### src/rtl/core/wsd_pkg.sv
// shared types and constants of the websocket frame deframer
package wsd_pkg;

  // parse phase of the incoming byte stream
  typedef enum logic [2:0] {
    PH_HDR0 = 3'd0,
    PH_HDR1 = 3'd1,
    PH_EXT  = 3'd2,
    PH_MASK = 3'd3,
    PH_DATA = 3'd4
  } wsd_phase_t;

  // result event codes
  localparam logic [1:0] EV_DATA  = 2'd0;
  localparam logic [1:0] EV_EMPTY = 2'd1;
  localparam logic [1:0] EV_ERR   = 2'd2;

  // header codes
  localparam logic [3:0] OP_CONT  = 4'h0;
  localparam logic [3:0] OP_CLOSE = 4'h8;
  localparam logic [6:0] LEN_EXT16 = 7'd126;
  localparam logic [6:0] LEN_EXT64 = 7'd127;
  localparam logic [2:0] EXT16_CNT = 3'd1;
  localparam logic [2:0] EXT64_CNT = 3'd7;
  localparam logic [2:0] MASK_CNT  = 3'd3;

  // one result item
  typedef struct packed {
    logic [1:0]  event_res;
    logic [7:0]  payload_byte;
    logic [3:0]  frame_opcode;
    logic [3:0]  message_opcode;
    logic        frame_last;
    logic        message_done;
    logic        close_seen;
    logic [15:0] close_status;
  } wsd_result_t;

  // parser output toward the result register
  typedef struct packed {
    logic        valid;
    wsd_result_t res;
  } wsd_res_t;

endpackage

### src/rtl/core/wsd_if.sv
// valid/ready channel interfaces for the byte input and the result output
interface wsd_in_if;
  logic       valid;
  logic       ready;
  logic [7:0] rx_byte;

  modport source (output valid, output rx_byte, input ready);
  modport sink   (input valid, input rx_byte, output ready);
endinterface

interface wsd_out_if;
  logic        valid;
  logic        ready;
  logic [1:0]  event_res;
  logic [7:0]  payload_byte;
  logic [3:0]  frame_opcode;
  logic [3:0]  message_opcode;
  logic        frame_last;
  logic        message_done;
  logic        close_seen;
  logic [15:0] close_status;

  modport source (output valid, output event_res, output payload_byte,
                  output frame_opcode, output message_opcode, output frame_last,
                  output message_done, output close_seen, output close_status,
                  input ready);
  modport sink   (input valid, input event_res, input payload_byte,
                  input frame_opcode, input message_opcode, input frame_last,
                  input message_done, input close_seen, input close_status,
                  output ready);
endinterface

### src/rtl/core/websocket_frame_deframer_core.sv
// top level of the websocket frame deframer: parser and result register
//
//   channel   dir  handshake     payload
//   in_ch     in   valid/ready   rx_byte
//   out_ch    out  valid/ready   event_res, payload_byte, opcodes, flags, close_status
//
// one byte is taken every clock while the result register is empty or being
// drained, so an output stall holds input only once a result is waiting. a
// byte's result, if any, shows in the next cycle from the result register;
// header and mask bytes give none but an unmasked-frame error or empty frame.
// rst_n is synchronous; after reset the parser waits for a first header byte.
module websocket_frame_deframer_core (
  input  logic clk,
  input  logic rst_n,
  wsd_in_if.sink    in_ch,
  wsd_out_if.source out_ch
);
  import wsd_pkg::*;

  logic        in_fire;
  wsd_res_t    res;
  logic        out_valid_r;
  wsd_result_t out_res_r;

  assign in_ch.ready = !out_valid_r || out_ch.ready;
  assign in_fire     = in_ch.valid && in_ch.ready;

  wsd_parser u_parser (
    .clk       (clk),
    .rst_n     (rst_n),
    .byte_fire (in_fire),
    .byte_data (in_ch.rx_byte),
    .res_o     (res)
  );

  // result register
  always_ff @(posedge clk) begin
    if (!rst_n) begin
      out_valid_r <= 1'b0;
    end else if (in_fire) begin
      out_valid_r <= res.valid;
    end else if (out_ch.ready) begin
      out_valid_r <= 1'b0;
    end
  end

  always_ff @(posedge clk) begin
    if (in_fire && res.valid) begin
      out_res_r <= res.res;
    end
  end

  assign out_ch.valid          = out_valid_r;
  assign out_ch.event_res      = out_res_r.event_res;
  assign out_ch.payload_byte   = out_res_r.payload_byte;
  assign out_ch.frame_opcode   = out_res_r.frame_opcode;
  assign out_ch.message_opcode = out_res_r.message_opcode;
  assign out_ch.frame_last     = out_res_r.frame_last;
  assign out_ch.message_done   = out_res_r.message_done;
  assign out_ch.close_seen     = out_res_r.close_seen;
  assign out_ch.close_status   = out_res_r.close_status;

  // checks
  a_res_needs_fire: assert property (@(posedge clk) disable iff (!rst_n)
    res.valid |-> in_fire)
    else $error("parser result without a byte transfer");

  a_res_lands: assert property (@(posedge clk) disable iff (!rst_n)
    in_fire && res.valid |=> out_valid_r)
    else $error("parser result not captured");

  a_err_flags: assert property (@(posedge clk) disable iff (!rst_n)
    out_valid_r && (out_res_r.event_res == EV_ERR) |->
      !out_res_r.frame_last && !out_res_r.message_done && !out_res_r.close_seen)
    else $error("protocol error carries frame end flags");

  a_done_close: assert property (@(posedge clk) disable iff (!rst_n)
    out_valid_r && (out_res_r.message_done || out_res_r.close_seen) |->
      out_res_r.frame_last && !(out_res_r.message_done && out_res_r.close_seen))
    else $error("inconsistent frame end flags");

endmodule

### src/rtl/core/wsd_parser.sv
// frame header parser, payload unmasking and message tracking
module wsd_parser (
  input  logic            clk,
  input  logic            rst_n,
  input  logic            byte_fire,
  input  logic [7:0]      byte_data,
  output wsd_pkg::wsd_res_t res_o
);
  import wsd_pkg::*;

  wsd_phase_t  phase_r, phase_nxt;
  logic [7:0]  flags_r, flags_nxt;
  logic [2:0]  cnt_r, cnt_nxt;
  logic [63:0] rem_r, rem_nxt;
  logic [31:0] key_r, key_nxt;
  logic [1:0]  midx_r, midx_nxt;
  logic [1:0]  seen_r, seen_nxt;
  logic        frag_r, frag_nxt;
  logic [3:0]  held_r, held_nxt;
  logic [15:0] status_r, status_nxt;
  logic        stopped_r, stopped_nxt;

  logic [3:0]  fop;
  logic        fin;
  logic        is_frag;
  logic [7:0]  key_byte;
  logic [7:0]  plain;
  logic        end_frame;

  assign fop     = flags_r[3:0];
  assign fin     = flags_r[7];
  assign is_frag = !fin || (fop == OP_CONT);

  // mask byte for the current payload position, first key byte in the top bits
  always_comb begin
    case (midx_r)
      2'd0:    key_byte = key_r[31:24];
      2'd1:    key_byte = key_r[23:16];
      2'd2:    key_byte = key_r[15:8];
      default: key_byte = key_r[7:0];
    endcase
  end
  assign plain = byte_data ^ key_byte;

  // next state and result for one accepted byte
  always_comb begin
    phase_nxt   = phase_r;
    flags_nxt   = flags_r;
    cnt_nxt     = cnt_r;
    rem_nxt     = rem_r;
    key_nxt     = key_r;
    midx_nxt    = midx_r;
    seen_nxt    = seen_r;
    frag_nxt    = frag_r;
    held_nxt    = held_r;
    status_nxt  = status_r;
    stopped_nxt = stopped_r;
    end_frame   = 1'b0;
    res_o       = '0;

    if (byte_fire && !stopped_r) begin
      unique case (phase_r)
        PH_HDR0: begin
          flags_nxt = byte_data;
          phase_nxt = PH_HDR1;
        end
        PH_HDR1: begin
          if (!byte_data[7]) begin
            // unmasked frame is a protocol error, block goes dead
            res_o.valid              = 1'b1;
            res_o.res.event_res      = EV_ERR;
            res_o.res.frame_opcode   = fop;
            res_o.res.message_opcode = fop;
            stopped_nxt              = 1'b1;
          end else if (byte_data[6:0] == LEN_EXT16) begin
            rem_nxt   = '0;
            cnt_nxt   = EXT16_CNT;
            phase_nxt = PH_EXT;
          end else if (byte_data[6:0] == LEN_EXT64) begin
            rem_nxt   = '0;
            cnt_nxt   = EXT64_CNT;
            phase_nxt = PH_EXT;
          end else begin
            rem_nxt   = {57'd0, byte_data[6:0]};
            cnt_nxt   = MASK_CNT;
            phase_nxt = PH_MASK;
          end
        end
        PH_EXT: begin
          rem_nxt = {rem_r[55:0], byte_data};
          if (cnt_r == 3'd0) begin
            cnt_nxt   = MASK_CNT;
            phase_nxt = PH_MASK;
          end else begin
            cnt_nxt = cnt_r - 3'd1;
          end
        end
        PH_MASK: begin
          key_nxt = {key_r[23:0], byte_data};
          if (cnt_r != 3'd0) begin
            cnt_nxt = cnt_r - 3'd1;
          end else begin
            // last mask byte: the frame starts
            midx_nxt   = 2'd0;
            seen_nxt   = 2'd0;
            status_nxt = '0;
            if (is_frag && !frag_r) begin
              frag_nxt = 1'b1;
              held_nxt = fop;
            end
            if (rem_r == 64'd0) begin
              res_o.valid              = 1'b1;
              res_o.res.event_res      = EV_EMPTY;
              res_o.res.frame_opcode   = fop;
              res_o.res.message_opcode = is_frag ? held_nxt : fop;
              end_frame                = 1'b1;
            end else begin
              phase_nxt = PH_DATA;
            end
          end
        end
        PH_DATA: begin
          midx_nxt = midx_r + 2'd1;
          if (seen_r < 2'd2) begin
            status_nxt = {status_r[7:0], plain};
            seen_nxt   = seen_r + 2'd1;
          end
          rem_nxt                  = rem_r - 64'd1;
          res_o.valid              = 1'b1;
          res_o.res.event_res      = EV_DATA;
          res_o.res.payload_byte   = plain;
          res_o.res.frame_opcode   = fop;
          res_o.res.message_opcode = is_frag ? held_r : fop;
          end_frame                = (rem_r == 64'd1);
        end
        default: begin
          phase_nxt = PH_HDR0;
        end
      endcase

      // frame end flags and return to header parsing
      if (end_frame) begin
        res_o.res.frame_last = 1'b1;
        if (fop == OP_CLOSE) begin
          res_o.res.close_seen   = 1'b1;
          res_o.res.close_status = (seen_nxt >= 2'd2) ? status_nxt : 16'd0;
          stopped_nxt            = 1'b1;
        end else if (fin) begin
          res_o.res.message_done = 1'b1;
          frag_nxt               = 1'b0;
        end
        phase_nxt = PH_HDR0;
      end
    end
  end

  // parser state
  always_ff @(posedge clk) begin
    if (!rst_n) begin
      phase_r   <= PH_HDR0;
      flags_r   <= '0;
      cnt_r     <= '0;
      rem_r     <= '0;
      key_r     <= '0;
      midx_r    <= '0;
      seen_r    <= '0;
      frag_r    <= 1'b0;
      held_r    <= '0;
      status_r  <= '0;
      stopped_r <= 1'b0;
    end else begin
      phase_r   <= phase_nxt;
      flags_r   <= flags_nxt;
      cnt_r     <= cnt_nxt;
      rem_r     <= rem_nxt;
      key_r     <= key_nxt;
      midx_r    <= midx_nxt;
      seen_r    <= seen_nxt;
      frag_r    <= frag_nxt;
      held_r    <= held_nxt;
      status_r  <= status_nxt;
      stopped_r <= stopped_nxt;
    end
  end

endmodule
### src/flat_wrapper.sv
// flat-port wrapper written by rule: the top's interface ports become plain ports
module websocket_frame_deframer_core_flat import wsd_pkg::*;
  (clk, rst_n, in_ch_valid, in_ch_rx_byte, in_ch_ready, out_ch_valid, out_ch_event_res, out_ch_payload_byte, out_ch_frame_opcode, out_ch_message_opcode, out_ch_frame_last, out_ch_message_done, out_ch_close_seen, out_ch_close_status, out_ch_ready);
  wsd_in_if in_ch_i ();
  wsd_out_if out_ch_i ();
  input  logic clk;
  input  logic rst_n;
  input wire logic [$bits(in_ch_i.valid)-1:0] in_ch_valid;
  input wire logic [$bits(in_ch_i.rx_byte)-1:0] in_ch_rx_byte;
  output wire logic [$bits(in_ch_i.ready)-1:0] in_ch_ready;
  output wire logic [$bits(out_ch_i.valid)-1:0] out_ch_valid;
  output wire logic [$bits(out_ch_i.event_res)-1:0] out_ch_event_res;
  output wire logic [$bits(out_ch_i.payload_byte)-1:0] out_ch_payload_byte;
  output wire logic [$bits(out_ch_i.frame_opcode)-1:0] out_ch_frame_opcode;
  output wire logic [$bits(out_ch_i.message_opcode)-1:0] out_ch_message_opcode;
  output wire logic [$bits(out_ch_i.frame_last)-1:0] out_ch_frame_last;
  output wire logic [$bits(out_ch_i.message_done)-1:0] out_ch_message_done;
  output wire logic [$bits(out_ch_i.close_seen)-1:0] out_ch_close_seen;
  output wire logic [$bits(out_ch_i.close_status)-1:0] out_ch_close_status;
  input wire logic [$bits(out_ch_i.ready)-1:0] out_ch_ready;
  assign in_ch_i.valid = in_ch_valid;
  assign in_ch_i.rx_byte = in_ch_rx_byte;
  assign in_ch_ready = in_ch_i.ready;
  assign out_ch_valid = out_ch_i.valid;
  assign out_ch_event_res = out_ch_i.event_res;
  assign out_ch_payload_byte = out_ch_i.payload_byte;
  assign out_ch_frame_opcode = out_ch_i.frame_opcode;
  assign out_ch_message_opcode = out_ch_i.message_opcode;
  assign out_ch_frame_last = out_ch_i.frame_last;
  assign out_ch_message_done = out_ch_i.message_done;
  assign out_ch_close_seen = out_ch_i.close_seen;
  assign out_ch_close_status = out_ch_i.close_status;
  assign out_ch_i.ready = out_ch_ready;
  websocket_frame_deframer_core u_core (.clk(clk), .rst_n(rst_n), .in_ch(in_ch_i), .out_ch(out_ch_i));
endmodule
### config.mk
export PLATFORM = sky130hd
export DESIGN_NAME = websocket_frame_deframer_core_flat
export DESIGN_NICKNAME = d
export VERILOG_FILES = /design/src/rtl/core/wsd_pkg.sv /design/src/rtl/core/wsd_if.sv /design/src/rtl/core/websocket_frame_deframer_core.sv /design/src/rtl/core/wsd_parser.sv /design/src/flat_wrapper.sv
export SDC_FILE = /design/constraint.sdc
export NUM_CORES = 1
export LEC_CHECK = 0
export BUFFER_PORTS_ARGS = -buffer_cell sky130_fd_sc_hd__buf_2
export CORE_ASPECT_RATIO = 0.8
export CORE_MARGIN = 1
export CORE_UTILIZATION = 56
export DETAILED_ROUTE_END_ITERATION = 16
export PLACE_DENSITY = 0.85
export SYNTH_ARGS = -nofsm -noshare
export SYNTH_HDL_FRONTEND = slang
export SYNTH_SLANG_ARGS = --single-unit
export TNS_END_PERCENT = 20
### constraint.sdc
create_clock -name clk -period 3.2 [get_ports clk]
set_input_delay 0.48 -clock clk [delete_from_list [all_inputs] [get_ports clk]]
set_output_delay 0.48 -clock clk [all_outputs]
set_load 0.01 [all_outputs]
## Word-level counts from Yosys, hierarchy flattened

Index checks and enable logic that the tools add are counted.

- Bits in registers: 174
- Bits in latches: 0
- Memory bits (writable): 0
- Bits in read-only memories: 0
- Input bits: 12
- Output and inout bits: 39
- Memories kept: 0

- Add/sub/neg operators: 4
- Multipliers: 0
- Div/mod/pow operators: 0
- Order comparisons: 2
- Eq/ne operators: 18
- Shift operators: 0
- Multiplexer cells: 62
- Bitwise operators: 4
- Reductions and logical operators: 31

Operators with widths:

| operator | number |
|---|---|
| case mux 64 bit (3 select lines) | 1 |
| 2-to-1 mux 64 bit | 2 |
| == test 64 x 1 -> 1 bit, second input constant | 1 |
| zero test 64 bit | 1 |
| subtractor 64 x 1 -> 64 bit, second input constant | 1 |
| 2-to-1 mux 16 bit | 3 |
| case mux 8 bit (3 select lines) | 2 |
| 2-to-1 mux 3 bit | 13 |
| 2-to-1 mux 38 bit | 1 |
| 2-to-1 mux 8 bit | 4 |
| case mux 16 bit (2 select lines) | 1 |
| 2-to-1 mux 1 bit | 19 |
| 2-to-1 mux 19 bit | 1 |
| case mux 3 bit (3 select lines) | 2 |
| 2-to-1 mux 17 bit | 1 |
| case mux 3 bit (5 select lines) | 1 |
| == test 7 bit, second input constant | 2 |
| 2-to-1 mux 4 bit | 3 |
| != test 3 bit, second input constant | 4 |
| AND reduction 3 bit | 3 |
| nonzero test 3 bit | 3 |
| 2-to-1 mux 2 bit | 4 |
| != test 2 bit, second input constant | 4 |
| case mux 2 bit (2 select lines) | 2 |
| other kinds (25) | 42 |

## Logic depth before layout (Yosys ltp)

- Depth in word-level cells: 11
- Depth in mapped cells: 11
- Gate-level depth less buffers: 9

## Modules after synthesis

Synthesis repeated with hierarchy kept, for this count alone.

- Cells, all modules: 1082
- Area total of the unflattened synthesis: 8862.2 um^2

Modules (own cells, without submodules):

| module | times used | cells each | area each (um^2) |
|---|---|---|---|
| wsd_parser | 1 | 1039 | 7679.9 |
| websocket_frame_deframer_core | 1 | 43 | 1182.4 |

## Least setup slack after synthesis

OpenSTA, ideal clock, no wires.

- Path kind: reg2reg
- From: register u_core.u_parser.rem_r[52]
- To: register u_core.out_res_r (netlist bit u_core.out_ch.close_seen) (enable)
- Arrival: 2843 ps
- Data required time: 2810 ps
- Slack: -33 ps
- Cell stages (with the launch flop): 8
- Path buffers: 2
- Path through: dfxtp_1 buf_6 or4_4 or3_1 buf_2 nor4_4 nand4_1 a31oi_4

- Cells in the longest elaborated chain, start to end: 6

Ends and longest elaborated chain:

| item | RTL line | RTL |
|---|---|---|
| start: declaration | wsd_parser.sv:14 | `logic [63:0] rem_r, rem_nxt;` |
| start signal: assignment | wsd_parser.sv:175 | `rem_r <= rem_nxt;` |
| zero test 64 bit | wsd_parser.sv:111 | `if (rem_r == 64'd0) begin` |
| 2-to-1 mux 3 bit | wsd_parser.sv:111 |  |
| 2-to-1 mux 3 bit | wsd_parser.sv:100 | `if (cnt_r != 3'd0) begin` |
| case mux 3 bit (3 select lines) | wsd_parser.sv:62 | `unique case (phase_r)` |
| 2-to-1 mux 38 bit | wsd_parser.sv:61 | `if (byte_fire && !stopped_r) begin` |
| logical AND 1 bit | websocket_frame_deframer_core.sv:48 | `if (in_fire && res.valid) begin` |
| end signal: assignment | websocket_frame_deframer_core.sv:49 | `out_res_r <= res.res;` |
| end: declaration | websocket_frame_deframer_core.sv:23 | `wsd_result_t out_res_r;` |

No other way between the ends.
A chain may end at the register's enable or synchronous reset.

## Worst setup path after layout

- From: register u_core.u_parser.rem_r[0]
- To: register u_core.u_parser.rem_r[52]

- Cells in the longest elaborated chain, start to end: 2

Ends and longest elaborated chain:

| item | RTL line | RTL |
|---|---|---|
| subtractor 64 x 1 -> 64 bit | wsd_parser.sv:128 | `rem_nxt = rem_r - 64'd1;` |
| case mux 64 bit (3 select lines) | wsd_parser.sv:62 |  |

No other way between the ends.

==> metrics.txt <==
clock skew=16.7 ps; Initial Utilization=0.575; EDFF count, synth=37; final worst path period need=2850 ps; CP max FO=8; synth warn=0; post-CTS setup buffer count=0; pwr dens=559 mW/mm²; vias in the first global route=7804; RSZ-0062 raised after global routing=no; total number of H-tree levels=4; largest family of logic cells by synthesized area=simple AND/OR/NAND/NOR gates; worst r2r src=u_core.u_parser.rem_r[0]; slowest stage cell, crit path=or4_1; CTS Hold Bufs=0; xor/xnor share of the synthesized area=0.0125; setup ws final=~350 ps; MaxCap Viol Count=0; Root Buffer=clkbuf_16; vias per std cell=approximately 6.5; Crit path required time=approximately 3600 ps; Area growth, synth to finish=11.3%; GP Congestion=~0.92; Seq/Total Area, Yosys=0.416; initial antenna violation count=0; first-pass iteration count of the detailed router=8; layout cells sized above 1=0.137; Slew Viols, Final=0; outcome=completed; num rows=just over 40; pin count of the biggest net entering global routing=82; ys async rst share=0; leak pwr=3.57 nW; final period utilization=0.892; final setup vio count=0; Syn Std Cell Area=just over 0.009 mm²; IO Port Bufs=50; area taken by multi-input logic gates=between 0.004 and 0.005 mm²; setup total negative slack=0 ps; Routed WL=25000 µm; crit start category=register; clock sinks=171; antenna diode count=0; Avg Inst Size Synth=a little over 8 µm²; synthesis-stage register bit count=~170; post-synthesis mux area share=0.0231; post-synthesis adder-cell area fraction=0.0137; Layout fillers=between 1000 and 1500; Core ar.=between 0.015 and 0.02 mm²; Worst Tran Pin Value=823 ps; Global Route Usage Sum=0.303; distinct cell type count of the synthesized netlist=slightly above 80; Die Span Y=roughly 120 µm; fmax=between 0.3 and 0.4 GHz; IO Count=51; GRT overflow=0; routed len/inst=18.3 µm; post_cts resized=0; Final ANT Viol Nets=0; DRT iter0 DRCs=~1300; Compound-Gate Fraction of Synth Area=0.214; die area=approximately 0.017 mm²; Longest Clk Path Bufs=2; Worst Setup End Kind=register; Worst-Skew Late Latency=450 ps; DP HPWL=around 16000 µm; Post-Synth Simple-Gate Area=0.263; Critical path origin=u_core.u_parser.rem_r[0]; crit-path cells=inv_1, ha_1, nor4b_1, nand4_1, buf_4, or4_1, o31ai_1, a32oi_1, a21oi_1; Top FF cell, synth=dfxtp_1; Rel. slew slack=0.451; total CTS buffers=17; die width=~140 µm; Reg area=about 0.0038 mm²; dpl ws=between 400 and 500 ps; TritonCTS clock tree=yes; Worst Hold Launch=in_ch_rx_byte[6]; # DRC=0; WS Path Type=reg2reg; Post-Synthesis Cells=1111; clk slew on worst S/H paths=around 70 ps; nets=1159; Critical Path AT=roughly 3200 ps; routed vias=8892; max incr delay on CP=500 ps; Peak VDD IR=0.000433 V; first-pass GRT wire length=~40000 µm; Final Hold Fails=0; syn nets=roughly 1100; Worst Hold Class=in2reg
registers in the layout, indices dropped and copies added (netlist names):
signal	flops
u_core.u_parser.flags_r	5
u_core.u_parser.midx_r	2
u_core.out_ch.message_done	1
u_core.out_ch.event_res	2
u_core.u_parser.seen_r	2
u_core.out_ch.message_opcode	4
u_core.u_parser.rem_r	64
u_core.u_parser.stopped_r	1
u_core.u_parser.key_r	32
u_core.out_ch.valid	1
u_core.out_ch.frame_opcode	4
u_core.out_ch.close_status	16
u_core.u_parser.status_r	16
u_core.u_parser.frag_r	1
u_core.u_parser.held_r	4
u_core.out_ch.frame_last	1
u_core.u_parser.cnt_r	3
u_core.u_parser.phase_r	3
u_core.out_ch.close_seen	1
u_core.out_ch.payload_byte	8
where the power goes:
part	switching, mW	total, mW	internal [mW]
combinational	0.871	1.31	0.443
sequential	0.0741	2.33	2.26
clock	0.986	2.02	1.03
total	1.93	5.67	3.74
layout make-up:
cell class | count | share of cell area
multi-input cells | 829 | 0.474
clock buffers | 17 | 0.0420
inverters | 27 | 0.0101
flip-flops and latches | 171 | 0.374
well taps | 215 | 0.0265
clock inverters | 15 | 0.0141
repair buffers | 91 | 0.0587
worst paths after layout:
path	end	slack, ps	cells after the start
worst max-delay path	u_core.u_parser.rem_r[52]	350	9
worst min-delay path	u_core.u_parser.key_r[6]	320	3
worst max register to register	u_core.u_parser.rem_r[52]	350	9
worst min register to register	u_core.u_parser.key_r[29]	460	2
synth_stat cells (all sizes together) (8+ instances only):
cell / number / area (µm²)
a21oi: 102 / 510
a222oi: 8 / 80.1
a22oi: 22 / 165
a31oi: 28 / 190
a32oi: 8 / 70.1
and2: 10 / 62.6
and3: 12 / 77.6
buf: 10 / 63.8
clkbuf: 70 / 313
dfxtp: 134 / 2680
edfxtp: 37 / 1110
ha: 10 / 125
inv: 27 / 101
mux2i: 21 / 210
nand2: 146 / 551
nand3: 44 / 225
nand4: 17 / 113
nor2: 150 / 563
nor3: 30 / 166
nor4: 28 / 260
o211ai: 8 / 60.1
o21ai: 53 / 265
or3: 9 / 56.3
or4: 10 / 80.1
xnor2: 12 / 105
critical path, delay by kind of cell, from the launching register on:
family	cells	cell delay (ps)
adder cells (fa/ha/maj)	1	240
buffers and inverters	2	420
AND/OR/NAND/NOR	3	1190
AO/OA/AOI/OAI	3	570
flip-flops	1	360
layout by cell type (no fill, tap or decap), drive strengths merged, types with 4 or more instances in the layout:
cell | synthesis | layout
a211oi | 5 | 5
a21o | 4 | 4
a21oi | 102 | 102
a221oi | 4 | 4
a222oi | 8 | 8
a22o | 6 | 6
a22oi | 22 | 22
a31oi | 28 | 28
a32o | 5 | 5
a32oi | 8 | 8
and2 | 10 | 10
and3 | 12 | 12
buf | 10 | 91
clkbuf | 70 | 17
clkinv | 0 | 6
dfxtp | 134 | 134
edfxtp | 37 | 37
ha | 10 | 10
inv | 27 | 36
mux2i | 21 | 21
nand2 | 146 | 146
nand2b | 4 | 4
nand3 | 44 | 44
nand4 | 17 | 17
nand4b | 4 | 4
nor2 | 150 | 150
nor3 | 30 | 30
nor3b | 4 | 4
nor4 | 28 | 28
o2111ai | 4 | 4
o211ai | 8 | 8
o21a | 7 | 7
o21ai | 53 | 53
o22ai | 5 | 5
o311ai | 7 | 7
o31ai | 4 | 4
or3 | 9 | 9
or4 | 10 | 10
xnor2 | 12 | 12
metrics by stage:
step	power (mW)	hold WS [ps]	area (µm²)	utilization	cells
after floorplan	3.22	436	9110	-	1111
after global placement	3.61	441	9570	0.604	1333
after detailed placement	3.64	448	9570	0.604	1333
after CTS	5.63	317	10100	0.640	1365
after global routing	5.88	355	10100	0.640	1365
final	5.67	325	10100	0.640	1365
per-layer routing:
| metal | wire (µm) | share of wire | global-route usage |
|---|---|---|---|
| met4 | 551 | 0.022 | 0.116 |
| met1 | 10600 | 0.42 | 0.427 |
| met5 | 0 | 0 | 0 |
| met2 | 11000 | 0.44 | 0.446 |
| met3 | 2840 | 0.11 | 0.0748 |
kinds of logic (layout without fill, tap and decap cells):
logic type / count (synthesis) / after routing
multiplexers: 21 / 21
XOR/XNOR: 13 / 13
buffers and inverters: 111 / 150
adder cells (fa/ha/maj): 10 / 10
AO/OA/AOI/OAI: 300 / 300
flip-flops: 171 / 171
AND/OR/NAND/NOR: 485 / 485
Note: power is estimated with default switching activity, not from simulation.
